## config.mk

```make
export PLATFORM = sky130hd
export DESIGN_NAME = msa_accum
export DESIGN_NICKNAME = d
export VERILOG_FILES = /design/src/hdl/msa_pkg.sv /design/src/hdl/msa_accum.sv
export SDC_FILE = /design/constraint.sdc
export NUM_CORES = 1
export LEC_CHECK = 0
export BUFFER_PORTS_ARGS = -buffer_cell sky130_fd_sc_hd__buf_4
export CORE_UTILIZATION = 40
export CTS_BUF_LIST = sky130_fd_sc_hd__clkbuf_16
export DETAILED_ROUTE_END_ITERATION = 16
export PLACE_DENSITY_LB_ADDON = 0.2
export SYNTH_ARGS = -nofsm -noshare
export SYNTH_HDL_FRONTEND = slang
export SYNTH_SLANG_ARGS = --single-unit
```

## constraint.sdc

```tcl
create_clock -name clk -period 10.8 [get_ports clk]
set_clock_uncertainty 0.2 [all_clocks]
set_input_delay 2.16 -clock clk [delete_from_list [all_inputs] [get_ports clk]]
set_output_delay 2.16 -clock clk [all_outputs]
set_load 0.1 [all_outputs]
```

## src/hdl/msa_pkg.sv

```systemverilog
// ----------------------------------------------------------------------------
// msa_pkg
// Shared types and constants of the multidimensional Simpson accumulator.
// ----------------------------------------------------------------------------
`default_nettype none

package msa_pkg;

  localparam int SAMPLE_W  = 32;  // signed Q16.16 sample
  localparam int SUM_W     = 64;  // accumulator and result width
  localparam int SCALE_W   = 32;  // unsigned Q16.16 scale
  localparam int PROD_W    = SUM_W + SCALE_W;
  localparam int FRAC_W    = 16;
  localparam int DIMS_W    = 3;   // dims_in_use register width
  localparam int IV_W      = 11;  // interval count register width
  localparam int NUM_IV    = 4;   // interval count registers
  localparam int CFG_IDX_W = 3;
  localparam int CFG_DATA_W = 32;
  localparam int EXP_W     = 5;   // weight exponent, up to 2 per dimension, 7 dimensions
  localparam int QDEPTH    = 4;
  localparam int QPTR_W    = $clog2(QDEPTH);

  typedef enum logic [CFG_IDX_W-1:0] {
    REG_DIMS  = 3'd0,
    REG_IV0   = 3'd1,
    REG_IV1   = 3'd2,
    REG_IV2   = 3'd3,
    REG_IV3   = 3'd4,
    REG_SCALE = 3'd5
  } cfg_reg_t;

  // one classified sample between front and back
  typedef struct packed {
    logic signed [SAMPLE_W-1:0] sample;
    logic [EXP_W-1:0]           shift;
    logic                       last;
  } msa_item_t;

  // finished weighted sum handed to the scaler
  typedef struct packed {
    logic signed [SUM_W-1:0] sum;
    logic                    ovf;
  } msa_fin_t;

endpackage

`default_nettype wire

```

## src/hdl/msa_accum.sv

```systemverilog
// ----------------------------------------------------------------------------
// msa_accum
// Saturating 64-bit accumulator of shifted samples; hands the sum of a
// finished grid to the scaler and clears.
// ----------------------------------------------------------------------------
`default_nettype none

module msa_accum import msa_pkg::*; (
  input  wire logic      clk,
  input  wire logic      rst,
  input  wire logic      q_valid,
  input  wire msa_item_t q_item,
  output logic           pop,
  output logic           fin_valid,
  output msa_fin_t       fin,
  input  wire logic      fin_ready
);

  logic signed [SUM_W-1:0] weighted_sum;
  logic                    overflow_seen;
  logic [SUM_W-1:0]        term;
  logic [SUM_W:0]          sum_wide;
  logic                    sat;
  logic [SUM_W-1:0]        sum_next;
  logic                    fin_open;

  assign fin_open = !fin_valid || fin_ready;
  assign pop      = q_valid && (!q_item.last || fin_open);

  assign term     = {{(SUM_W - SAMPLE_W){q_item.sample[SAMPLE_W-1]}}, q_item.sample}
                    << q_item.shift;
  assign sum_wide = {weighted_sum[SUM_W-1], weighted_sum} + {term[SUM_W-1], term};
  assign sat      = sum_wide[SUM_W] != sum_wide[SUM_W-1];

  always_comb begin
    sum_next = sum_wide[SUM_W-1:0];
    if (sat) begin
      sum_next = term[SUM_W-1] ? {1'b1, {(SUM_W - 1){1'b0}}} : {1'b0, {(SUM_W - 1){1'b1}}};
    end
  end

  always_ff @(posedge clk) begin
    if (rst) begin
      weighted_sum  <= '0;
      overflow_seen <= 1'b0;
      fin_valid     <= 1'b0;
    end else begin
      if (pop && q_item.last) begin
        weighted_sum  <= '0;
        overflow_seen <= 1'b0;
        fin_valid     <= 1'b1;
      end else begin
        if (pop) begin
          weighted_sum  <= sum_next;
          overflow_seen <= overflow_seen | sat;
        end
        if (fin_valid && fin_ready) begin
          fin_valid <= 1'b0;
        end
      end
    end
  end

  always_ff @(posedge clk) begin
    if (pop && q_item.last) begin
      fin.sum <= sum_next;
      fin.ovf <= overflow_seen | sat;
    end
  end

endmodule

`default_nettype wire

```

==> results.toml, run 1 <==
[power_and_ir_drop]
p_switching_w = 0.000970
power.internal_w = 0.00125
cellLeakagePower_nw = 5.33
p_per_area_nw_per_um2 = 180
pwr-share-comb = 0.462
p_seq_frac = 0.288
switching_share = 0.438
clock_power_share = 0.250
irDropWorstVdd_mv = 0.0817

[flow_run]
cap_violations = 0

[global_route]
grt_pass1_wl_mm = 51.9
grt_pass1_vias = 9274
antenna_found_initial = 0
grt_start_max_net_pins = 72
grt.overflow.total = 0
grtUsageTotal = 0.237

[layout]
nets = 1494
drive_gt1_frac = 0.146
final_area_sq_um = 12300
antenna_cells = 0
nFillCells = 2704
areaGrowthSynthToFinish_pct = 12.7

[die]
design.die.area_sq_um = 28000
die_w_um = 167
die_y_um = 167
io-pin-count = 109
core_area_sq_um = 26900
start_util = 0.407
fp-row-count = 60

[critical_path]
end_kind = "register"
cp_max_fo = 64
crit_top_cell = "o21ai_0"
cp-start-kind = "primary input"
slowest_delay_ns = 0.63
critPathKind = "primary input to register"
cp.depth = 18
crit_family = "compound AO/OA/AOI/OAI gates"
worstPathCellList = "buf_4, mux2_2, o21ai_0, o21ai_0, o21ai_0, mux2i_1, ha_1, and4_1, and2_1, nand4_1, a31oi_2, o2111ai_1, a21oi_4, xnor2_4, buf_4, o21a_4, o21ai_2, o211a_1"
slowest_stage = "buf_4"
crit_arrival_ns = 7.64
path_buf_inv = 2
worstPathRequired_ns = 10.93
reg2reg_depth = 14

[placed_design]
portBuffers = 108
place_congestion = 0.945
hpwlAfterDp_mm = 24.8
dpl_cell_area_sq_um = 11800

[clock_tree]
hold_buffers = 0
cts-root-buf = "clkbuf_16"
clockBufferDepth = 2
cts_tree = "built"
clk_latency_ns = 0.44
cts_buffers = 17
post-cts-setup-buffers = 0
cts.clk_slew.worst_paths_ns = 0.06
cts_num_sinks = 131
h-tree-depth = 4
post_cts_resized = 0

[timing]
rsz0062_at_grt = "false"
fmax_ghz = 0.133
setup_tns_ns = 0
finalMaxSlewViolations = 0
period_needed_ns = 7.51
hold_slack_ns = 0.260
tightest_slew_ns = 0.953
fin_crit_sh = 0.695
hold_viol = 0
final-setup-viol-count = 0
slew_headroom = 0.364

[synth]
synthFlopType = "dfxtp_1"
avgSynthCellArea_sq_um = 8.09
yosysTopAreaCell = "edfxtp_1"
async_flop_share = 0
ys_seq_area_frac = 0.299
ys_warn_count = 0
syn_area_sq_um = 11000
netlist_top_cells_area = "edfxtp_1, dfxtp_1, nand2_1, a21oi_1, ha_1"
syn-num-nets = 1461
synth-edff-count = 65
postSynthCellCount = 1354
ys_ff_latch = 131
yosysUniqueCellTypes = 79
yosysTopAreaCellShare = 0.178

[route]
vias = 10100
drt_iter0_drc = 1104
wl_mm = 33.4
vias_per_cell = 5.82
wl_per_cell_um = 19.2
first_pass_iters = 7
drc = 0
drtAntennaViolNets = 0

[min_path]
worstHoldPathCells = 2
holdCritPathClass = "register to register"

[status]
status = "completed"
[routing by layer]
| metal | global-route usage | up-vias | routed length [um] |
|---|---|---|---|
| met2 | 0.343 | 357 | 13900 |
| li1 | - | 5023 | - |
| met5 | 0 | - | 0 |
| met4 | 0.0726 | 0 | 805 |
| met3 | 0.0329 | 54 | 1970 |
| met1 | 0.358 | 4701 | 16700 |
[cells in the final DEF, fill, tap and decap left out, types with 36 or more instances in the layout]
| cell type | Yosys | final |
|---|---|---|
| ha_1 | 64 | 64 |
| edfxtp_1 | 65 | 65 |
| buf_4 | 0 | 113 |
| dfxtp_1 | 66 | 66 |
| nor2_1 | 91 | 90 |
| xnor2_1 | 36 | 36 |
| nand2_1 | 220 | 220 |
| o21ai_0 | 132 | 132 |
| a21oi_1 | 160 | 160 |
| mux2i_1 | 56 | 56 |
[tightest hold or removal path, stage by stage (launching register included)]
cell     delay [ns]
dfxtp_1        0.31
nand2_1        0.05
a21oi_1        0.05
[worst paths after layout]
kind	from	to	slack, ns
max reg2reg	weighted_sum[0]$_SDFFE_PP0P_	weighted_sum[54]$_SDFFE_PP0P_	6.35
max	q_item[1]	weighted_sum[54]$_SDFFE_PP0P_	3.29
min reg2reg	weighted_sum[15]$_SDFFE_PP0P_	weighted_sum[15]$_SDFFE_PP0P_	0.26
min	weighted_sum[15]$_SDFFE_PP0P_	weighted_sum[15]$_SDFFE_PP0P_	0.26
[through the flow]
stage               power [W]  utilization  setup slack [ns]  std cells
floorplan             0.00143            -              4.22       1354
global placement      0.00166        0.439              2.93       1709
detailed placement    0.00166        0.439              2.86       1709
CTS                   0.00222        0.459              3.32       1740
global route          0.00233        0.459              2.93       1740
finish                0.00222        0.459              3.29       1740
[flip-flops by register name, indices dropped and copies added, names as in the netlist]
register / count
fin: 65
fin_valid: 1
overflow_seen: 1
weighted_sum: 64
[final cells by class]
type	instances	area, sq um	share of cell area
Multi-Input combinational cell	1104	7180	0.582
Sequential cell	131	3270	0.265
Timing Repair Buffer	113	848	0.0688
Tap cell	341	427	0.0346
Clock buffer	17	425	0.0345
Clock inverter	14	111	0.00903
Inverter	20	75.1	0.00608
[kinds of logic after synthesis]
kind of cell | share of synthesized area
xor+xnor | 0.0447
mux | 0.108
fa+ha+maj | 0.0749
flops | 0.299
buf+inv | 0.0479
simple gates | 0.175
compound gates | 0.251
[synthesized netlist by cell type, types with 26 or more instances]
cell / number
edfxtp_1: 65
xnor2_1: 36
dfxtp_1: 66
mux2_2: 26
a21o_1: 27
nand2_1: 220
a21oi_1: 160
ha_1: 64
clkbuf_1: 63
nor2_1: 91
o21ai_0: 132
mux2i_1: 56
[power groups by stage]
stage          Clock (W)  Sequential [W]  Combinational [W]
3_5_place_dp           0        0.000647            0.00101
3_3_place_gp           0        0.000647            0.00101
4_1_cts         0.000565        0.000638            0.00102
2_1_floorplan          0        0.000869           0.000564
5_1_grt         0.000583        0.000643            0.00111
6_report        0.000555        0.000638            0.00102
Note: power is estimated with default switching activity, not from simulation.
==> run 2: changes to the inputs <==
clock period = 7.6 ns   (was 10.8 ns; I/O delays follow)
==> run 2 against run 1 <==
- routed wire length rose by 2.1%
- global-route usage increased by 0.63 points
- non-clock buffer count increased by 6
- flip-flop and latch count stayed put
- critical path depth grew 2
- first-iteration DRC count down 12%
- utilization rose by 0.43 points
- worst setup slack worse by 2.2 ns
- total power rose by 47%
- combinational power grew 44%
- highest routed layer unchanged
- via count grew 1.8%
- hold slack improved by 0.0014 ns
==> results.toml, run 2 (synthesized netlist as in run 1, its figures left out) <==
[route]
wl_mm = 34.1
drc = 0
wl_per_cell_um = 19.5
first_pass_iters = 5
drtAntennaViolNets = 0
vias_per_cell = 5.91
vias = 10300
drt_iter0_drc = 977

[global_route]
grtUsageTotal = 0.243
grt_start_max_net_pins = 72
antenna_found_initial = 0
grt_pass1_wl_mm = 53.3
grt_pass1_vias = 9358
grt.overflow.total = 0

[power_and_ir_drop]
power_w = 0.00325
p_switching_w = 0.00143
power.internal_w = 0.00183
clock_power_share = 0.270
switching_share = 0.439
p_per_area_nw_per_um2 = 261
pwr-share-comb = 0.451
p_seq_frac = 0.279
irDropWorstVdd_mv = 0.125
cellLeakagePower_nw = 5.36

[clock_tree]
clk_latency_ns = 0.44
post-cts-setup-buffers = 0
clockBufferDepth = 2
cts-root-buf = "clkbuf_16"
cts.clk_slew.worst_paths_ns = 0.07
cts_buffers = 17
hold_buffers = 0
cts_num_sinks = 131
cts_tree = "built"
post_cts_resized = 0
h-tree-depth = 4

[layout]
antenna_cells = 0
nets = 1500
largest_reg_flops = 65
areaGrowthSynthToFinish_pct = 13.7
max_flop_register = "fin"
largestRegisters = "fin x65, weighted_sum x64"
final_common_cell = "nand2_1"
finalNonFillerCells = 1747
drive_gt1_frac = 0.156
final_cell_mix = "nand2_1, a21oi_1, o21ai_0, buf_4, nor2_1"

[timing]
rsz0062_at_grt = "false"
hold_viol = 0
fin_crit_sh = 0.853
finalMaxSlewViolations = 0
slew_headroom = 0.288
fmax_ghz = 0.154
fin_ws_ns = 1.12
setup_tns_ns = 0
period_needed_ns = 6.48
final-setup-viol-count = 0
tightest_slew_ns = 1.07

[flow_run]
cap_violations = 0

[status]
status = "completed"

[critical_path]
reg2reg_depth = 14
crit_arrival_ns = 6.64
r2r-end = "weighted_sum[28]$_SDFFE_PP0P_"
cp-endpoint = "weighted_sum[28]$_SDFFE_PP0P_"
end_kind = "register"
cp_max_fo = 35
cp-start-kind = "primary input"
crit_start = "q_item[1]"
r2r_start = "weighted_sum[0]$_SDFFE_PP0P_"
rrSetupSlack_ns = 3.56
critPathKind = "primary input to register"
worstPathRequired_ns = 7.77

[die]
core_area_sq_um = 26900
die_w_um = 167
design.die.area_sq_um = 28000
start_util = 0.407
die_y_um = 167
fp-row-count = 60
io-pin-count = 109

[min_path]
holdCritPathClass = "register to register"

[placed_design]
post-place-ws_ns = 0.746
portBuffers = 108
place_congestion = 0.941
dp_cells = 1715
hpwlAfterDp_mm = 25.6
run 2: cell type report:
class,count,area [sq um]
clock buffer,17,425
clock inverter,15,183
fill,2683,14400
inverter,20,75.1
multi-input combinational,1104,7180
sequential,131,3270
tap,341,427
timing repair buffer,119,893
run 2: layer usage:
layer	wire length, um	global-route usage	vias to the layer above	part of all wire
li1	-	-	5034	-
met1	17100	0.365	4870	0.50
met2	14400	0.355	365	0.42
met3	1850	0.0312	52	0.054
met4	801	0.0830	0	0.023
met5	0	0	-	0
run 2: power groups by stage:
stage	combinational [W]	sequential [W]	clock, W
global placement	0.00144	0.000922	0
detailed placement	0.00145	0.000921	0
CTS	0.00146	0.000907	0.000891
floorplan	0.000802	0.00123	0
finish	0.00147	0.000907	0.000878
global route	0.00158	0.000915	0.000917
run 2: critical path, cell delays in order:
cell and delay, ns:
buf_4 0.37, mux2_2 0.40, nand2_1 0.08, o21ai_0 0.13, a21oi_1 0.18, nor2_1 0.05
a21oi_1 0.32, o21ai_0 0.22, ha_1 0.42, a21oi_1 0.25, o21ai_1 0.15, a21oi_1 0.26
o21ai_0 0.14, a221oi_1 0.41, o211ai_2 0.26, xnor2_4 0.44, buf_4 0.44, mux2i_1 0.30
nand2_1 0.08, a21oi_1 0.16
run 2: how the worst min path moves through the flow:
| stage | start | end | slack, ns | cells past startpoint |
|---|---|---|---|---|
| floorplan | overflow_seen$_SDFFE_PP0P_ | overflow_seen$_SDFFE_PP0P_ | 0.23 | 2 |
| global placement | overflow_seen$_SDFFE_PP0P_ | overflow_seen$_SDFFE_PP0P_ | 0.24 | 2 |
| detailed placement | overflow_seen$_SDFFE_PP0P_ | overflow_seen$_SDFFE_PP0P_ | 0.25 | 2 |
| CTS | weighted_sum[63]$_SDFFE_PP0P_ | weighted_sum[63]$_SDFFE_PP0P_ | 0.27 | 2 |
| global route | weighted_sum[15]$_SDFFE_PP0P_ | weighted_sum[15]$_SDFFE_PP0P_ | 0.28 | 2 |
| finish | overflow_seen$_SDFFE_PP0P_ | overflow_seen$_SDFFE_PP0P_ | 0.26 | 2 |
run 2: through the flow:
step / area, sq um / hold WS (ns) / utilization
finish: 12500 / 0.262 / 0.463
global placement: 11800 / 0.242 / 0.441
global route: 12500 / 0.283 / 0.463
CTS: 12500 / 0.266 / 0.463
detailed placement: 11800 / 0.252 / 0.441
floorplan: 11000 / 0.228 / -
