File: src/hdl/msa_pkg.sv
// ----------------------------------------------------------------------------
// msa_pkg
// Shared types and constants of the multidimensional Simpson accumulator.
// ----------------------------------------------------------------------------
`default_nettype none

package msa_pkg;

  localparam int SAMPLE_W  = 32;  // signed Q16.16 sample
  localparam int SUM_W     = 64;  // accumulator and result width
  localparam int SCALE_W   = 32;  // unsigned Q16.16 scale
  localparam int PROD_W    = SUM_W + SCALE_W;
  localparam int FRAC_W    = 16;
  localparam int DIMS_W    = 3;   // dims_in_use register width
  localparam int IV_W      = 11;  // interval count register width
  localparam int NUM_IV    = 4;   // interval count registers
  localparam int CFG_IDX_W = 3;
  localparam int CFG_DATA_W = 32;
  localparam int EXP_W     = 5;   // weight exponent, up to 2 per dimension, 7 dimensions
  localparam int QDEPTH    = 4;
  localparam int QPTR_W    = $clog2(QDEPTH);

  typedef enum logic [CFG_IDX_W-1:0] {
    REG_DIMS  = 3'd0,
    REG_IV0   = 3'd1,
    REG_IV1   = 3'd2,
    REG_IV2   = 3'd3,
    REG_IV3   = 3'd4,
    REG_SCALE = 3'd5
  } cfg_reg_t;

  // one classified sample between front and back
  typedef struct packed {
    logic signed [SAMPLE_W-1:0] sample;
    logic [EXP_W-1:0]           shift;
    logic                       last;
  } msa_item_t;

  // finished weighted sum handed to the scaler
  typedef struct packed {
    logic signed [SUM_W-1:0] sum;
    logic                    ovf;
  } msa_fin_t;

endpackage

`default_nettype wire

File: src/hdl/msa_queue.sv
// ----------------------------------------------------------------------------
// msa_queue
// Short FIFO of classified samples between front and back.
// ----------------------------------------------------------------------------
`default_nettype none

module msa_queue import msa_pkg::*; (
  input  wire logic      clk,
  input  wire logic      rst,
  input  wire logic      push,
  input  wire msa_item_t push_item,
  output logic           full,
  input  wire logic      pop,
  output logic           q_valid,
  output msa_item_t      q_item
);

  msa_item_t         mem [QDEPTH];
  logic [QPTR_W-1:0] wr_ptr;
  logic [QPTR_W-1:0] rd_ptr;
  logic [QPTR_W:0]   count;
  logic              do_push;
  logic              do_pop;

  assign full    = count == (QPTR_W + 1)'(QDEPTH);
  assign q_valid = count != '0;
  assign q_item  = mem[rd_ptr];
  assign do_push = push && !full;
  assign do_pop  = pop && q_valid;

  always_ff @(posedge clk) begin
    if (do_push) begin
      mem[wr_ptr] <= push_item;
    end
  end

  always_ff @(posedge clk) begin
    if (rst) begin
      wr_ptr <= '0;
      rd_ptr <= '0;
      count  <= '0;
    end else begin
      if (do_push) begin
        wr_ptr <= wr_ptr + QPTR_W'(1);
      end
      if (do_pop) begin
        rd_ptr <= rd_ptr + QPTR_W'(1);
      end
      if (do_push && !do_pop) begin
        count <= count + (QPTR_W + 1)'(1);
      end else if (do_pop && !do_push) begin
        count <= count - (QPTR_W + 1)'(1);
      end
    end
  end

endmodule

`default_nettype wire

File: config.mk
export PLATFORM = sky130hd
export DESIGN_NAME = msa_queue
export DESIGN_NICKNAME = d
export VERILOG_FILES = /design/src/hdl/msa_pkg.sv /design/src/hdl/msa_queue.sv
export SDC_FILE = /design/constraint.sdc
export NUM_CORES = 1
export LEC_CHECK = 0
export BUFFER_PORTS_ARGS = -buffer_cell sky130_fd_sc_hd__clkbuf_2
export CAP_MARGIN = 40
export CORE_MARGIN = 3
export CORE_UTILIZATION = 28
export DETAILED_ROUTE_END_ITERATION = 12
export HOLD_SLACK_MARGIN = 0.1
export PLACE_DENSITY = 0.52
export SLEW_MARGIN = 20
export SYNTH_ARGS = -nofsm -noshare
export SYNTH_HDL_FRONTEND = slang
export SYNTH_SLANG_ARGS = --single-unit
export TNS_END_PERCENT = 100
File: constraint.sdc
create_clock -name clk -period 2.14 [get_ports clk]
set_input_delay 0.428 -clock clk [delete_from_list [all_inputs] [get_ports clk]]
set_output_delay 0.428 -clock clk [all_outputs]
set_load 0.01 [all_outputs]
==> flow_metrics.env, run 1 <==
export IMPL_synth_top_cell_area_share_pct=76.6
export IMPL_netlist_top_cells_count="152 x edfxtp_1, 38 x mux4_2, 9 x dfxtp_1"
export IMPL_die_h_um=152
export IMPL_core_um2=20600
export IMPL_gp_congestion=0.676
export IMPL_cp_end_kind="output port"
export IMPL_met1_usage_pct=12.5
export IMPL_relSlewSlack_pct=62.7
export IMPL_status="completed"
export IMPL_ys_warn_count=0
export IMPL_cp_arrival_ps=1680
export IMPL_io_pins=82
export IMPL_synth_edff_count=152
export IMPL_hold_viol_final=0
export IMPL_use_met3_pct=4.07
export IMPL_die_area_um2=23100
export IMPL_cts_sinks=161
export IMPL_synth_ff_type="edfxtp_1"
export IMPL_holdPathStages=1
export IMPL_antenna_found_initial=0
export IMPL_rows=52
export IMPL_syn_inst=246
export IMPL_fin_nets=399
export IMPL_grtUsageMet2_pct=16.6
export IMPL_clock_latency_ps=420
export IMPL_clk_pin_slew_ps=60
export IMPL_cts_hold_fix_buffers=0
export IMPL_cts_tree="done"
export IMPL_clock_skew_ps=8.90
export IMPL_drc_errors=0
export IMPL_crit_path_max_fanout=17
export IMPL_reg2reg_from="count[1]"
export IMPL_top_usage_layer="met2"
export IMPL_grt_overflow=0
export IMPL_synth_area_per_cell_um2=24.2
export IMPL_finalNonFillerCells=634
export IMPL_grt_usage_pct=10.2
export IMPL_clock_path_buffers=2
export IMPL_min_from="push_item[32]"
export IMPL_start_kind="flop"
export IMPL_final_layout_size_suffix_gt1_share_pct=48.1
export IMPL_post_synth_top_count_cell="edfxtp_1"
export IMPL_hp_class="input port to flop"
export IMPL_grt_setup_unrepaired="yes"
export IMPL_num_vias=2757
export IMPL_wire_per_inst_um=17.7
export IMPL_maxCapViolations=0
export IMPL_fin_tns_setup_ps=0
export IMPL_htree_levels=4
export IMPL_start_util_pct=29.0
export IMPL_cts_made_buffers=17
export IMPL_portBuffers=81
export IMPL_crit_type="flop to output port"
export IMPL_power_leakage_nw=2.51
export IMPL_ant_nets=0
export IMPL_drv_slew=0
export IMPL_die_width_um=152
export IMPL_post_dp_cell_area_um2=6790
export IMPL_syn_nets=294
export IMPL_yosysSeqAreaShare_pct=79.6
export IMPL_power_density_nw_per_um2=1200
export IMPL_period_minus_slack_ps=2110
export IMPL_synth_area_top_cells="edfxtp_1 77%, mux4_2 14%, dfxtp_1 3.0%"
export IMPL_setup_viol=0
export IMPL_grt_max_degree=39
export IMPL_ff2ff_path_depth=7
export IMPL_dp_cells=601
export IMPL_cts_root_buf="clkbuf_16"
export IMPL_yosys_area_top_type="edfxtp_1"
export IMPL_routed_wirelength_um=11200
export IMPL_antennaDiodeCount=0
export IMPL_ys_ff_latch=161
export IMPL_synthArstFlopShare_pct=0
export IMPL_crit_required_ps=1710
export IMPL_yosysUniqueCellTypes=22
export IMPL_worst_pin_slew_ps=552
export IMPL_viasPerCell=4.35
export IMPL_grt_pass1_vias=3071
export IMPL_hpwl_um=6790
export IMPL_grt_pass1_wl_um=17800
export IMPL_stdcell_area_um2=7390
export IMPL_rr_endpoint="count[2]"
export IMPL_min_to="mem[2][32]"
export IMPL_vdd_ir_drop_max_uv=554
export IMPL_first_pass_iters=4
export IMPL_fin_crit_sh_pct=98.7
export IMPL_syn_area_um2=5960
export IMPL_ff2ff_setup_slack_ps=70
export IMPL_area_delta_synth_final_pct=23.9
export IMPL_drtIter0Drc=89
export IMPL_max_freq_mhz=473
==> flip-flops by register name, summed over array words and instances (netlist names), named ones only <==
signal	flops
rd_ptr	2
mem	152
wr_ptr	2
count	3
==> placed cells by master (no fill, tap or decap), types with 2 or more instances in the layout <==
| cell | instances |
|---|---|
| edfxtp_1 | 152 |
| bufinv_16 | 2 |
| ha_1 | 4 |
| clkinvlp_4 | 2 |
| mux4_2 | 38 |
| dfxtp_1 | 5 |
| o21ai_0 | 2 |
| inv_1 | 4 |
| and2_2 | 4 |
| clkbuf_16 | 17 |
| nand2b_1 | 2 |
| buf_12 | 5 |
| dfxtp_2 | 3 |
| a21oi_1 | 2 |
| clkinv_4 | 5 |
| clkbuf_2 | 80 |
| clkinv_2 | 4 |
| buf_4 | 9 |
| nor2_1 | 5 |
| mux2i_1 | 2 |
| or3_1 | 3 |
| xor2_1 | 4 |
==> report_power, final <==
group	switching (mW)	total (mW)	internal, mW
clock	1.19	2.90	1.71
sequential	0.117	3.92	3.80
combinational	1.02	2.03	1.01
==> worst max-delay path by stage <==
| stage | to | depth (start not counted) |
|---|---|---|
| 2_1_floorplan | count[2] | 8 |
| 3_3_place_gp | count[2] | 7 |
| 3_5_place_dp | count[2] | 7 |
| 4_1_cts | q_item[8] | 3 |
| 5_1_grt | q_item[8] | 3 |
| 6_report | q_item[27] | 3 |
==> timing repair <==
action / in CTS / in global routing
gates cloned: 0 / 0
gates resized for setup: 2 / 4
buffers inserted: 1 / 0
hold endpoints to repair: 0 / 0
setup endpoints to repair: 33 / 33
==> final cells by class <==
| type | instances | area, µm² |
|---|---|---|
| clock buffers | 18 | 429 |
| well taps | 270 | 338 |
| clock inverters | 14 | 143 |
| repair buffers | 95 | 573 |
| multi-input cells | 72 | 1140 |
| inverters | 4 | 15.0 |
| flip-flops and latches | 161 | 4750 |
| fillers | 1961 | 13200 |
==> metal layers <==
layer | vias to the layer above | share of wire [%] | routed length [µm]
met4 | 0 | 1.1 | 119
li1 | 1238 | - | -
met2 | 61 | 50 | 5630
met1 | 1449 | 44 | 4880
met3 | 9 | 5.2 | 581
met5 | - | 0 | 0
==> critical path, stage by stage (launching register included) <==
cell and delay [ps]:
dfxtp_4 380, buf_12 190, mux4_2 550, clkbuf_2 150
==> through the flow <==
stage / utilization [%] / hold WS (ps) / total power [mW] / setup WS, ps
floorplan: - / 482 / 5.29 / 107
global placement: 33.0 / 493 / 6.01 / 180
detailed placement: 33.0 / 512 / 6.06 / -42.4
CTS: 35.9 / 196 / 9.04 / -28.2
global route: 35.9 / 207 / 9.32 / -54.4
finish: 35.9 / 232 / 8.85 / 27.1
==> kinds of logic after synthesis <==
family,count (synthesis),synth area share (%)
DFF,161,79.6
muxes,40,14.7
and+or+nand+nor,16,1.53
buffers and inverters,13,1.62
AOI/OAI and AO/OA,6,0.609
adders and majority gates,6,1.39
xor gates and xnor gates,4,0.588
No activity file was read; power rests on OpenSTA's default activity.
==> inputs of run 2 (changes only) <==
--- a/config.mk
+++ b/config.mk
@@ -11,7 +11,7 @@
 export CORE_UTILIZATION = 28
 export DETAILED_ROUTE_END_ITERATION = 12
 export HOLD_SLACK_MARGIN = 0.1
-export PLACE_DENSITY = 0.52
+export PLACE_DENSITY = 0.56
 export SLEW_MARGIN = 20
 export SYNTH_ARGS = -nofsm -noshare
 export SYNTH_HDL_FRONTEND = slang
==> run 2 against run 1 <==
  * Critical endpoint is now q_item[32]
  * Via count is 0.58% higher
  * Sequential share of layout area is 1.1 points lower
  * Largest cell class unchanged
  * Largest power group unchanged
  * Final cell count is 0.16% higher
  * Wire length is 2.0% higher
  * Sequential power hardly changed
  * Global-route usage is 0.17 points higher
  * Critical path type unchanged
  * The run now ends with negative setup slack left
  * Clock skew is 1.4 ps higher
  * Clock power is 13% higher
==> flow_metrics.env, run 2 (synthesis results as in run 1) <==
export IMPL_status="complete, but fails checks"
export IMPL_violations="negative setup slack"
export IMPL_routed_wirelength_um=11400
export IMPL_portBuffers=81
export IMPL_cts_hold_fix_buffers=0
export IMPL_gp_congestion=0.659
export IMPL_antennaDiodeCount=0
export IMPL_critical_path_max_stage_delay_ps=550
export IMPL_fin_nets=400
export IMPL_area_delta_synth_final_pct=26.2
export IMPL_grt_usage_pct=10.4
export IMPL_reg2reg_from="count[2]"
export IMPL_fin_crit_sh_pct=101
export IMPL_die_h_um=152
export IMPL_final_layout_size_suffix_gt1_share_pct=48.5
export IMPL_setup_ws_ps=-11.8
export IMPL_pre_cts_slack_ps=-35.0
export IMPL_io_pins=82
export IMPL_vdd_ir_drop_max_uv=597
export IMPL_antenna_found_initial=0
export IMPL_rr_endpoint="count[2]"
export IMPL_relSlewSlack_pct=65.2
export IMPL_max_freq_mhz=465
export IMPL_clock_path_buffers=2
export IMPL_cp_end_kind="output port"
export IMPL_start_kind="flop"
export IMPL_ant_nets=0
export IMPL_final_cell_mix="152 x edfxtp_1, 79 x clkbuf_2, 38 x mux4_2"
export IMPL_worst_pin_slew_ps=516
export IMPL_power_leakage_nw=2.55
export IMPL_ff2ff_setup_slack_ps=100
export IMPL_fin_tns_setup_ps=-12.9
export IMPL_clk_pin_slew_ps=60
export IMPL_core_um2=20600
export IMPL_finalNonFillerCells=635
export IMPL_drv_slew=0
export IMPL_cts_sinks=161
export IMPL_htree_levels=4
export IMPL_final_util_pct=36.6
export IMPL_crit_cells=3
export IMPL_crit_path_top_delay_cell="mux4_2"
export IMPL_cts_tree="done"
export IMPL_final_common_cell="edfxtp_1"
export IMPL_viasPerCell=4.37
export IMPL_num_vias=2773
export IMPL_maxCapViolations=0
export IMPL_cts_made_buffers=17
export IMPL_drtIter0Drc=87
export IMPL_drc_errors=0
export IMPL_cp_arrival_ps=1720
export IMPL_clock_latency_ps=420
export IMPL_dp_cells=601
export IMPL_post_dp_cell_area_um2=6810
export IMPL_clock_skew_ps=10.3
export IMPL_grt_setup_unrepaired="yes"
export IMPL_crit_path_end="q_item[32]"
export IMPL_setup_viol=2
export IMPL_crit_type="flop to output port"
export IMPL_grt_overflow=0
export IMPL_hpwl_um=6720
export IMPL_crit_path_max_fanout=13
export IMPL_finalPower_mw=9.32
export IMPL_crit_required_ps=1710
export IMPL_die_width_um=152
export IMPL_ff2ff_path_depth=8
export IMPL_die_area_um2=23100
export IMPL_hold_worst_slack_ps=228
export IMPL_grt_pass1_wl_um=18300
export IMPL_first_pass_iters=6
export IMPL_grt_max_degree=39
export IMPL_hp_class="input port to flop"
export IMPL_power_density_nw_per_um2=1240
export IMPL_wire_per_inst_um=18.0
export IMPL_largest_register="mem"
export IMPL_worstPathBufferInverterCount=2
export IMPL_stdcell_area_um2=7520
export IMPL_rows=52
export IMPL_reg_top3="mem x152, count x3"
export IMPL_worst_path_dominant_cell_family="multiplexers"
export IMPL_largest_reg_flops=152
export IMPL_cp_cell_sequence="buf_12 -> mux4_2 -> clkbuf_2"
export IMPL_start_util_pct=29.0
export IMPL_period_minus_slack_ps=2150
export IMPL_cts_root_buf="clkbuf_16"
export IMPL_hold_viol_final=0
export IMPL_grt_pass1_vias=3099
[run 2: changes by cell type in the layout (fill, tap and decap cells not counted), moves of 2 or more]
cell	change
buf_4	-2
bufinv_16	+3
clkinv_2	-2
clkinv_4	-5
clkinvlp_4	+2
inv_6	+2
[run 2: where the power goes]
group | total (mW) | internal (mW) | switching [mW]
combinational | 2.10 | 1.08 | 1.02
sequential | 3.94 | 3.80 | 0.138
clock | 3.28 | 2.07 | 1.21
[run 2: area by class of cell]
cell class                 instances  area, µm²
fill                            1929      13000
clock buffer                      18        429
timing repair buffer              96        631
tap                              270        338
sequential                       161       4750
multi-input combinational         72       1140
clock inverter                    14        211
inverter                           4       15.0
[run 2: worst min-delay path by stage]
stage	end	from	slack (ps)	cells past startpoint
2_1_floorplan	wr_ptr[1]	wr_ptr[1]	480	2
3_3_place_gp	count[2]	count[2]	490	2
3_5_place_dp	wr_ptr[1]	wr_ptr[1]	510	2
4_1_cts	mem[1][12]	push_item[12]	210	1
5_1_grt	mem[3][2]	push_item[2]	210	1
6_report	mem[1][12]	push_item[12]	230	1
[run 2: per-layer routing]
layer,routed length (µm),up-vias,track usage (%)
li1,-,1246,-
met1,5090,1438,13.7
met2,5690,71,16.3
met3,473,18,3.27
met4,189,0,3.85
met5,0,-,0
[run 2: worst reg2reg max path: stages (launching register included)]
cell and delay (ps):
dfxtp_2 350, nor3b_2 190, nor2_2 130, ha_2 210, inv_1 60, fa_1 390, xor2_1 160, or3_1 300
a21oi_1 170
[run 2: timing repair]
item                       4_1_cts  5_1_grt
cloned                           0        1
resized for setup                7        6
setup buffers                    0        1
pin swaps                        0        2
setup endpoints to repair       39       39
