==> src/hdl/msa_pkg.sv <==
// ----------------------------------------------------------------------------
// msa_pkg
// Shared types and constants of the multidimensional Simpson accumulator.
// ----------------------------------------------------------------------------
`default_nettype none

package msa_pkg;

  localparam int SAMPLE_W  = 32;  // signed Q16.16 sample
  localparam int SUM_W     = 64;  // accumulator and result width
  localparam int SCALE_W   = 32;  // unsigned Q16.16 scale
  localparam int PROD_W    = SUM_W + SCALE_W;
  localparam int FRAC_W    = 16;
  localparam int DIMS_W    = 3;   // dims_in_use register width
  localparam int IV_W      = 11;  // interval count register width
  localparam int NUM_IV    = 4;   // interval count registers
  localparam int CFG_IDX_W = 3;
  localparam int CFG_DATA_W = 32;
  localparam int EXP_W     = 5;   // weight exponent, up to 2 per dimension, 7 dimensions
  localparam int QDEPTH    = 4;
  localparam int QPTR_W    = $clog2(QDEPTH);

  typedef enum logic [CFG_IDX_W-1:0] {
    REG_DIMS  = 3'd0,
    REG_IV0   = 3'd1,
    REG_IV1   = 3'd2,
    REG_IV2   = 3'd3,
    REG_IV3   = 3'd4,
    REG_SCALE = 3'd5
  } cfg_reg_t;

  // one classified sample between front and back
  typedef struct packed {
    logic signed [SAMPLE_W-1:0] sample;
    logic [EXP_W-1:0]           shift;
    logic                       last;
  } msa_item_t;

  // finished weighted sum handed to the scaler
  typedef struct packed {
    logic signed [SUM_W-1:0] sum;
    logic                    ovf;
  } msa_fin_t;

endpackage

`default_nettype wire

==> src/hdl/msa_front.sv <==
// ----------------------------------------------------------------------------
// msa_front
// Grid index counters: assigns each sample its Simpson weight exponent and
// flags the last grid point.
// ----------------------------------------------------------------------------
`default_nettype none

module msa_front import msa_pkg::*; #(
  parameter int MAX_DIMS      = 4,
  parameter int MAX_INTERVALS = 1024
) (
  input  wire logic                           clk,
  input  wire logic                           rst,
  input  wire logic                           in_valid,
  output logic                                in_ready,
  input  wire logic [SAMPLE_W-1:0]            in_sample,
  input  wire logic [DIMS_W-1:0]              dims_cfg,
  input  wire logic [NUM_IV-1:0][IV_W-1:0]    intervals_cfg,
  output logic                                push,
  output msa_item_t                           push_item,
  input  wire logic                           q_full
);

  localparam int TOP    = MAX_INTERVALS - (MAX_INTERVALS % 2);
  localparam int IDX_W  = $clog2(TOP + 1);
  localparam int CMP_W  = (IDX_W > IV_W) ? IDX_W : IV_W;
  localparam int DCNT_W = $clog2(MAX_DIMS + 1);
  localparam int DC_W   = (DCNT_W > DIMS_W) ? DCNT_W : DIMS_W;

  logic [IDX_W-1:0] grid_index      [MAX_DIMS];
  logic [IDX_W-1:0] grid_index_next [MAX_DIMS];
  logic [IDX_W-1:0] n_end           [MAX_DIMS];
  logic [MAX_DIMS-1:0] act;
  logic [MAX_DIMS-1:0] at_end;
  logic [DC_W-1:0]  dims_eff;
  logic [EXP_W-1:0] shift;
  logic             last;
  logic             accept;

  assign in_ready = !q_full;
  assign accept   = in_valid && in_ready;

  always_comb begin
    dims_eff = DC_W'(dims_cfg);
    if (dims_eff == '0) begin
      dims_eff = DC_W'(1);
    end else if (dims_eff > DC_W'(MAX_DIMS)) begin
      dims_eff = DC_W'(MAX_DIMS);
    end
  end

  // per-dimension end index and weight
  always_comb begin
    logic [CMP_W-1:0] nv;
    nv    = '0;
    shift = '0;
    last  = 1'b1;
    for (int d = 0; d < MAX_DIMS; d++) begin
      if (d < NUM_IV) begin
        nv = CMP_W'(intervals_cfg[(d < NUM_IV) ? d : 0]) & ~CMP_W'(1);
      end else begin
        nv = CMP_W'(TOP);
      end
      if (nv < CMP_W'(2)) begin
        nv = CMP_W'(2);
      end else if (nv > CMP_W'(TOP)) begin
        nv = CMP_W'(TOP);
      end
      n_end[d]  = IDX_W'(nv);
      act[d]    = DC_W'(d) < dims_eff;
      at_end[d] = grid_index[d] >= n_end[d];
      if (act[d]) begin
        if (grid_index[d] != '0 && !at_end[d]) begin
          shift = shift + (grid_index[d][0] ? EXP_W'(2) : EXP_W'(1));
        end
        if (!at_end[d]) begin
          last = 1'b0;
        end
      end
    end
  end

  // odometer advance, fastest dimension is the highest active one
  always_comb begin
    logic carry;
    carry = 1'b1;
    for (int k = MAX_DIMS - 1; k >= 0; k--) begin
      grid_index_next[k] = grid_index[k];
      if (last) begin
        grid_index_next[k] = '0;
      end else if (act[k] && carry) begin
        if (at_end[k]) begin
          grid_index_next[k] = '0;
        end else begin
          grid_index_next[k] = grid_index[k] + IDX_W'(1);
          carry = 1'b0;
        end
      end
    end
  end

  always_ff @(posedge clk) begin
    if (rst) begin
      for (int d = 0; d < MAX_DIMS; d++) begin
        grid_index[d] <= '0;
      end
    end else if (accept) begin
      for (int d = 0; d < MAX_DIMS; d++) begin
        grid_index[d] <= grid_index_next[d];
      end
    end
  end

  assign push             = accept;
  assign push_item.sample = in_sample;
  assign push_item.shift  = shift;
  assign push_item.last   = last;

endmodule

`default_nettype wire

==> config.mk <==
export PLATFORM = sky130hd
export DESIGN_NAME = msa_front
export DESIGN_NICKNAME = d
export VERILOG_FILES = /design/src/hdl/msa_pkg.sv /design/src/hdl/msa_front.sv
export SDC_FILE = /design/constraint.sdc
export NUM_CORES = 1
export LEC_CHECK = 0
export ABC_AREA = 1
export BUFFER_PORTS_ARGS = -buffer_cell sky130_fd_sc_hd__buf_2
export CAP_MARGIN = 20
export CORE_ASPECT_RATIO = 1.1
export CORE_MARGIN = 1
export CORE_UTILIZATION = 49
export DETAILED_ROUTE_END_ITERATION = 12
export PLACE_DENSITY = 0.84
export SLEW_MARGIN = 30
export SYNTH_ARGS = -nofsm -noshare
export SYNTH_HDL_FRONTEND = slang
export SYNTH_SLANG_ARGS = --single-unit
==> constraint.sdc <==
create_clock -name clk -period 4.3 [get_ports clk]
set_input_delay 0.215 -clock clk [delete_from_list [all_inputs] [get_ports clk]]
set_output_delay 0.215 -clock clk [all_outputs]
set_load 0.05 [all_outputs]
==> results.txt, run 1 <==
Detailed placement finished with a half-perimeter wire length of 8380 µm. The core region area is 9010 µm². The first global-routing pass estimated 18100 µm of wire. The number of distinct library cells after synthesis is 35. Counting flops with an async set or reset pin after synthesis yields a share of 0%. The starting DRC count in detailed routing came out at 223. The total chip power came out at 1420 µW. The setup slack of the critical path after layout is -0.740 ns. The worst endpoint required time came out at 4.09 ns. The worst setup path is captured at an output port. Of all nets on the critical path, the largest fanout is 7. After technology mapping, the gate count stands at 612. Synthesis inferred 44 register bits. The clock root buffer is sky130_fd_sc_hd__clkbuf_8. The minimum clock period came out at 5.04 ns.

The number of nets in the synthesized netlist is 751. The via count came out at 4198. The routing usage on met2 is 39.7%. The routing usage on met3 came out at 2.85%. The detailed-route DRC error count is 0. The die area is 9830 µm².

The total wire length came out at 10800 µm. The flow ran to the end, but the final reports show violations. TritonCTS built the clock tree. Ranked by total cell area, the synthesized netlist is headed by sky130_fd_sc_hd__edfxtp_1 (29%), sky130_fd_sc_hd__ha_1 (14%), sky130_fd_sc_hd__nand2_1 (11%), sky130_fd_sc_hd__inv_1 (6.2%), sky130_fd_sc_hd__buf_4 (5.4%). The filler cell count came out at 738. The total buffers and inverters traversed by the critical path came out at 6. In this run the worst setup path begins at intervals_cfg[8].

At the worst endpoint, the arrival time is 4.83 ns. The most frequent cell after synthesis is sky130_fd_sc_hd__nand2_1. The number of cells on the worst reg-to-reg path came out at 14. The ratio of total power to cell area is 261 nW/µm².

The width of the die is 94.6 µm. The critical-path cell with the highest stage delay is sky130_fd_sc_hd__fa_1. The number of flip-flops in the largest register came out at 44. At the pin with the least slew margin, the transition time is 0.510 ns. The highest achievable clock rate is 198 MHz. The busiest layer in global routing is met2. The met1 track demand over resource came out at 26.6%. In this run the critical register-to-register path is launched from grid_index[0][10]. The number of buffers on the longest clock path is 2. The number of cell rows is 36. In this run the cell area of the synthesized design comes to 4620 µm². The post-synthesis cell type with the largest combined area is sky130_fd_sc_hd__edfxtp_1. The I/O pin total came out at 123.

Clock tree synthesis inserted a total of 5 buffers. The largest single stage delay on the critical path is 0.50 ns. The number of flops mapped to enable cells by yosys is 44. The largest net degree at the start of global routing is 14. The number of global-route vias before repair came to 4264.

The port buffer count is 54. The sequential element share of the synthesized area is 28.6%. Between clock sinks in the finished design, the worst skew comes to 0.00875 ns.

The weighted congestion at the end of routability-driven global placement came out at 0.874. The path class of the tightest hold or removal check is input pin to output port. Summed over its instances, the top area cell type makes up 28.6% of the synthesized netlist area.

The largest registers in the layout are grid_index: 44 flops. The beginning of the worst hold path is in_sample[5]. Among all flip-flop cells after synthesis, the most frequent one is sky130_fd_sc_hd__edfxtp_1. In this run the tightest slew margin relative to its limit is 65.9%. The static leakage came out at 0.00251 µW. The max-cap check violation count came out at 0.

The non-filler instance count after layout is 797. By count the netlist is led by sky130_fd_sc_hd__nand2_1 (141), sky130_fd_sc_hd__inv_1 (76), sky130_fd_sc_hd__nor2_1 (65), sky130_fd_sc_hd__ha_1 (53), sky130_fd_sc_hd__edfxtp_1 (44). The number of setup violations in the final report came out at 4. The logic depth of the worst path, buffers included came out at 28.

The worst setup path is launched from an input pin. The category of cells accounting for the largest share of critical-path delay is simple AND/OR/NAND/NOR gates. The worst hold path passes through 0 cells.

Ranked by flip-flop count, first place goes to grid_index. VDD sags by at most 151 µV. The final number of max-transition violations came out at 0. The post-route antenna net violation count came out at 0. The detailed-route wire length per cell came out at 13.6 µm. The global-route usage over all layers came out at 22.5%. The y dimension of the die came out at 104 µm. Setup repair after global routing could not meet its margin everywhere.

The count of placed standard cells including taps came out at 775. The checks that failed: setup timing. In this run the register-to-register setup slack is 1.54 ns. The signed area change from the synthesized netlist to the final layout came out at 17.7%. The setup TNS came out at -2.78 ns. The later pin in the worst-skew pair is clocked with a latency of 0.30 ns. The most numerous cell on the critical path is sky130_fd_sc_hd__nand2_1.

The initial antenna violation count is 0. The clock sink count is 44. The quantity of hold-fixing buffers added after cts came out at 0. In this run the number of H-tree levels came out at 2. The aggregate global routing overflow came out at 0. The worst setup path is of the input pin to output port kind.

The first-pass detailed-route iteration total came out at 4. The starting utilization of the core area came out at 51.3%. The via count normalized by instance count is 5.27.

The number of hold violations in the final report came to 0. Of the cells placed in the final design, the portion with a size suffix greater than 1 is 29.1%. The average instance in the mapped netlist occupies 7.55 µm².

The Yosys step of the flow raised 0 warnings. The post-route clock period utilization came out at 117%. The number of antenna repair diodes is 0. After the last flow step, the layout net total stands at 821.
[layout make-up]
class                           instances  area (µm²)  area share, %
Multi-Input combinational cell        450        2920           53.7
Clock buffer                            6        72.6           1.33
Inverter                               81         308           5.66
Tap cell                              114         143           2.62
Clock inverter                          2        11.3          0.207
Sequential cell                        44        1320           24.3
Timing Repair Buffer                  100         667           12.3
[routing by layer]
metal,part of all wire (%),wire (µm),vias to the layer above
met5,0,0,-
met4,3.6,385,0
met3,5.4,580,40
met2,52,5640,121
met1,39,4210,1938
li1,-,-,2099
[where the power goes]
group | total [µW] | switching, µW | internal [µW] | leakage (µW)
Combinational | 616 | 349 | 267 | 0.00201
Sequential | 545 | 39.7 | 505 | 0.000460
Clock | 259 | 146 | 113 | 0.0000388
[cells by family (layout without fill, tap and decap cells)]
logic type	Yosys count	after routing	synth area share, %
AOI/OAI and AO/OA	29	29	3.55
xor gates and xnor gates	30	30	5.68
adders and majority gates	56	56	15.6
buffers and inverters	118	189	12.7
DFF	44	44	28.6
and+or+nand+nor	335	335	33.8
[metrics by stage]
stage                     utilization [%]  instance area (µm²)  hold WS [ns]  setup WS (ns)
after floorplan                         -                 4710         0.578         -0.329
after global placement               56.4                 5080         0.430         -0.516
after detailed placement             56.4                 5080         0.430         -0.705
after CTS                            59.8                 5390         0.430         -0.515
after global routing                 60.4                 5440         0.430          -1.07
final                                60.4                 5440         0.430         -0.740
[layout by cell type (no fill, tap or decap), types with 3 or more instances in the layout]
cell,netlist,layout
sky130_fd_sc_hd__a21oi_1,16,14
sky130_fd_sc_hd__a21oi_2,1,3
sky130_fd_sc_hd__buf_2,0,47
sky130_fd_sc_hd__buf_4,33,46
sky130_fd_sc_hd__buf_6,3,5
sky130_fd_sc_hd__clkbuf_8,0,5
sky130_fd_sc_hd__edfxtp_1,44,44
sky130_fd_sc_hd__ha_1,53,44
sky130_fd_sc_hd__ha_4,0,7
sky130_fd_sc_hd__inv_1,76,71
sky130_fd_sc_hd__inv_2,5,9
sky130_fd_sc_hd__nand2_1,141,131
sky130_fd_sc_hd__nand2_2,5,13
sky130_fd_sc_hd__nand3_1,31,31
sky130_fd_sc_hd__nand3_2,4,4
sky130_fd_sc_hd__nand3b_1,5,5
sky130_fd_sc_hd__nand4_1,16,16
sky130_fd_sc_hd__nor2_1,65,62
sky130_fd_sc_hd__nor2_2,34,37
sky130_fd_sc_hd__nor3_1,13,12
sky130_fd_sc_hd__nor3b_1,3,3
sky130_fd_sc_hd__nor4_1,7,5
sky130_fd_sc_hd__o211ai_1,3,3
sky130_fd_sc_hd__o21ai_0,4,4
sky130_fd_sc_hd__or2_2,4,3
sky130_fd_sc_hd__xnor2_1,11,11
sky130_fd_sc_hd__xor2_1,19,18
[repair_timing]
| item | 4_1_cts | 5_1_grt |
|---|---|---|
| pin swaps | 2 | 2 |
| gates resized for setup | 33 | 8 |
| setup buffers | 11 | 3 |
| endpoints found under the setup margin | 4 | 5 |
[path summary, 6_finish.rpt]
| path | to |
|---|---|
| max reg2reg | grid_index[3][5] |
| max | push_item[5] |
| min | push_item[11] |
| min reg2reg | grid_index[0][10] |
Note: power is estimated with default switching activity, not from simulation.
==> run 2, diff against run 1 <==
--- a/config.mk
+++ b/config.mk
@@ -8,9 +8,10 @@
 export ABC_AREA = 1
 export BUFFER_PORTS_ARGS = -buffer_cell sky130_fd_sc_hd__buf_2
 export CAP_MARGIN = 20
+export CELL_PAD_IN_SITES_DETAIL_PLACEMENT = 0
+export CELL_PAD_IN_SITES_GLOBAL_PLACEMENT = 1
 export CORE_ASPECT_RATIO = 1.1
-export CORE_MARGIN = 1
-export CORE_UTILIZATION = 49
+export CORE_UTILIZATION = 35
 export DETAILED_ROUTE_END_ITERATION = 12
 export PLACE_DENSITY = 0.84
 export SLEW_MARGIN = 30
==> run 2 against run 1 <==
  * The flow finishes with violations (DRC, setup timing)
  * Global-route usage fell by 7.2 points
  * Wire length fell by 6.4%
  * Critical endpoint is now push_item[4]
  * Hold slack barely moved
  * Cell count rose by 5.0%
  * Fmax rose by 4.7%
  * Utilization fell by 17 points
  * Highest routed layer is now met5
==> results.txt, run 2 (synthesis results as in run 1) <==
The register with the most flip-flops in the layout has 44 of them. For the worst setup path, the data required time is 4.09 ns. Using the TritonRoute via totals, the vias-per-cell ratio works out to 4.76. The max-cap check violation count came out at 0.

The category of cells accounting for the largest share of critical-path delay is simple AND/OR/NAND/NOR gates. The largest net degree at the start of global routing is 14. The signed area change from the synthesized netlist to the final layout is 20.2%. The minimum clock period is 4.81 ns. The worst setup path is captured at an output port. The width of the die is 112 µm. The number of setup violations in the final report is 4. The worst path uses 112% of the clock period. The HPWL after detailed placement is 8260 µm. The number of global-route vias before repair is 3892. TritonCTS built the clock tree. The port buffer count came out at 54. The clock latency at the later pin of the worst-skew pair came out at 0.29 ns. The detailed-route DRC error count is 11. In the layout the commonest cells are sky130_fd_sc_hd__nand2_1 (130), sky130_fd_sc_hd__inv_1 (71), sky130_fd_sc_hd__nor2_1 (63). At the end of routability-driven placement, the weighted congestion stood at 0.825. The largest single stage delay on the critical path is 0.44 ns. The maximum level of the CTS H-tree came out at 2. The critical-path cell with the highest stage delay is sky130_fd_sc_hd__fa_1. The register with the highest flop count is grid_index. The total chip power came out at 1560 µW. The worst setup path is launched from an input pin. In this run the worst hold path is classified as input pin to output port. The total wire length came out at 10100 µm.

Cells with a size suffix above 1 make up 28.7% of the layout. The first-pass detailed-route iteration total is 9. The run finished, with violations left. For this configuration, the core starts out at a cell density of 36.3%. The checks that failed: DRC, setup timing. The worst-case headroom to the max-slew limit is 67.0%. The routed layout has 3980 vias. The worst setup skew after layout came out at 0.00776 ns.

The static leakage came out at 0.00253 µW. The net count of the finished layout is 818. The aggregate global routing overflow is 0. The starting DRC count in detailed routing is 175. In the final layout, the registers with the most flip-flops are grid_index: 44 flops. The data arrival time of the critical path came out at 4.60 ns.

Static timing analysis puts the maximum clock frequency at 208 MHz. The worst-margin pin slew is 0.494 ns. Pin placement for this block handled 123 I/O pins. VDD sags by at most 149 µV.

The final number of max-transition violations came out at 0. The number of buffers on the longest clock path is 2. The y dimension of the die is 123 µm.

The post-route antenna net violation count is 0. Row generation in the floorplan step produced 43 rows. The number of buffers created by CTS is 5. The setup TNS is -1.93 ns. The startpoint-to-endpoint class of the critical path is input pin to output port. After floorplanning, the core was sized to cover 12800 µm². The most common cell after layout, fill and taps aside is sky130_fd_sc_hd__nand2_1. The number of hold buffers added after CTS was 0. The largest fanout on the critical path is 7. The detailed-route wire length per cell is 12.1 µm.

The number of antenna repair diodes is 0. The first global-routing pass estimated 17000 µm of wire. The clock root buffer is sky130_fd_sc_hd__clkbuf_16. The number of hold violations in the final report came to 0. The total buffers and inverters traversed by the critical path came out at 7. The clock sink count is 44. Global routing consumed, over all layers together, 15.3% of the routing resources. Across all setup checks in the final design, the least slack found is -0.515 ns. The floorplan step defined a die boundary enclosing 13700 µm². The initial antenna violation count is 1.

Setup repair after global routing could not meet its margin everywhere. The utilization after layout is 43.6%. The ratio of total power to cell area came out at 280 nW/µm².
==> run 2: worst paths after layout <==
| check | start | end | slack, ns | depth (start not counted) |
|---|---|---|---|---|
| setup / recovery | intervals_cfg[3] | push_item[4] | -0.51 | 31 |
| hold / removal | in_sample[22] | push_item[28] | 0.43 | 0 |
| setup reg to reg | grid_index[0][10] | grid_index[3][6] | 1.76 | 13 |
| hold reg to reg | grid_index[2][9] | grid_index[2][9] | 0.69 | 2 |
==> run 2: layout make-up <==
class / instances / area [µm²]
fillers: 1236 / 7190
multi-input cells: 450 / 2930
flip-flops and latches: 44 / 1320
repair buffers: 97 / 642
inverters: 81 / 308
well taps: 157 / 196
clock buffers: 5 / 125
clock inverters: 3 / 37.5
==> run 2: metrics by stage <==
stage                     instances  instance area [µm²]  setup slack [ns]  hold WS (ns)
after global placement          821                 5160            -0.545         0.430
after global routing            837                 5560            -0.858         0.430
final                           837                 5560            -0.515         0.430
after detailed placement        821                 5160            -0.701         0.430
after floorplan                 612                 4710            -0.329         0.578
after CTS                       835                 5500            -0.573         0.430
==> run 2: where the power goes <==
part / internal [µW] / switching [µW]
Combinational: 255 / 333
Clock: 270 / 157
Sequential: 506 / 37.9
==> run 2: per-layer routing <==
metal,track usage [%],wire (µm),vias to the layer above
met1,16.9,4330,1822
met5,0,13,-
met2,28.7,5210,54
li1,-,-,2088
met3,2.72,326,14
met4,6.42,235,2
==> run 2: repair_timing <==
item	CTS	global route
endpoints found under the setup margin	4	5
resized for setup	29	9
gates cloned	0	0
buffers inserted	6	2
pin swaps	26	24
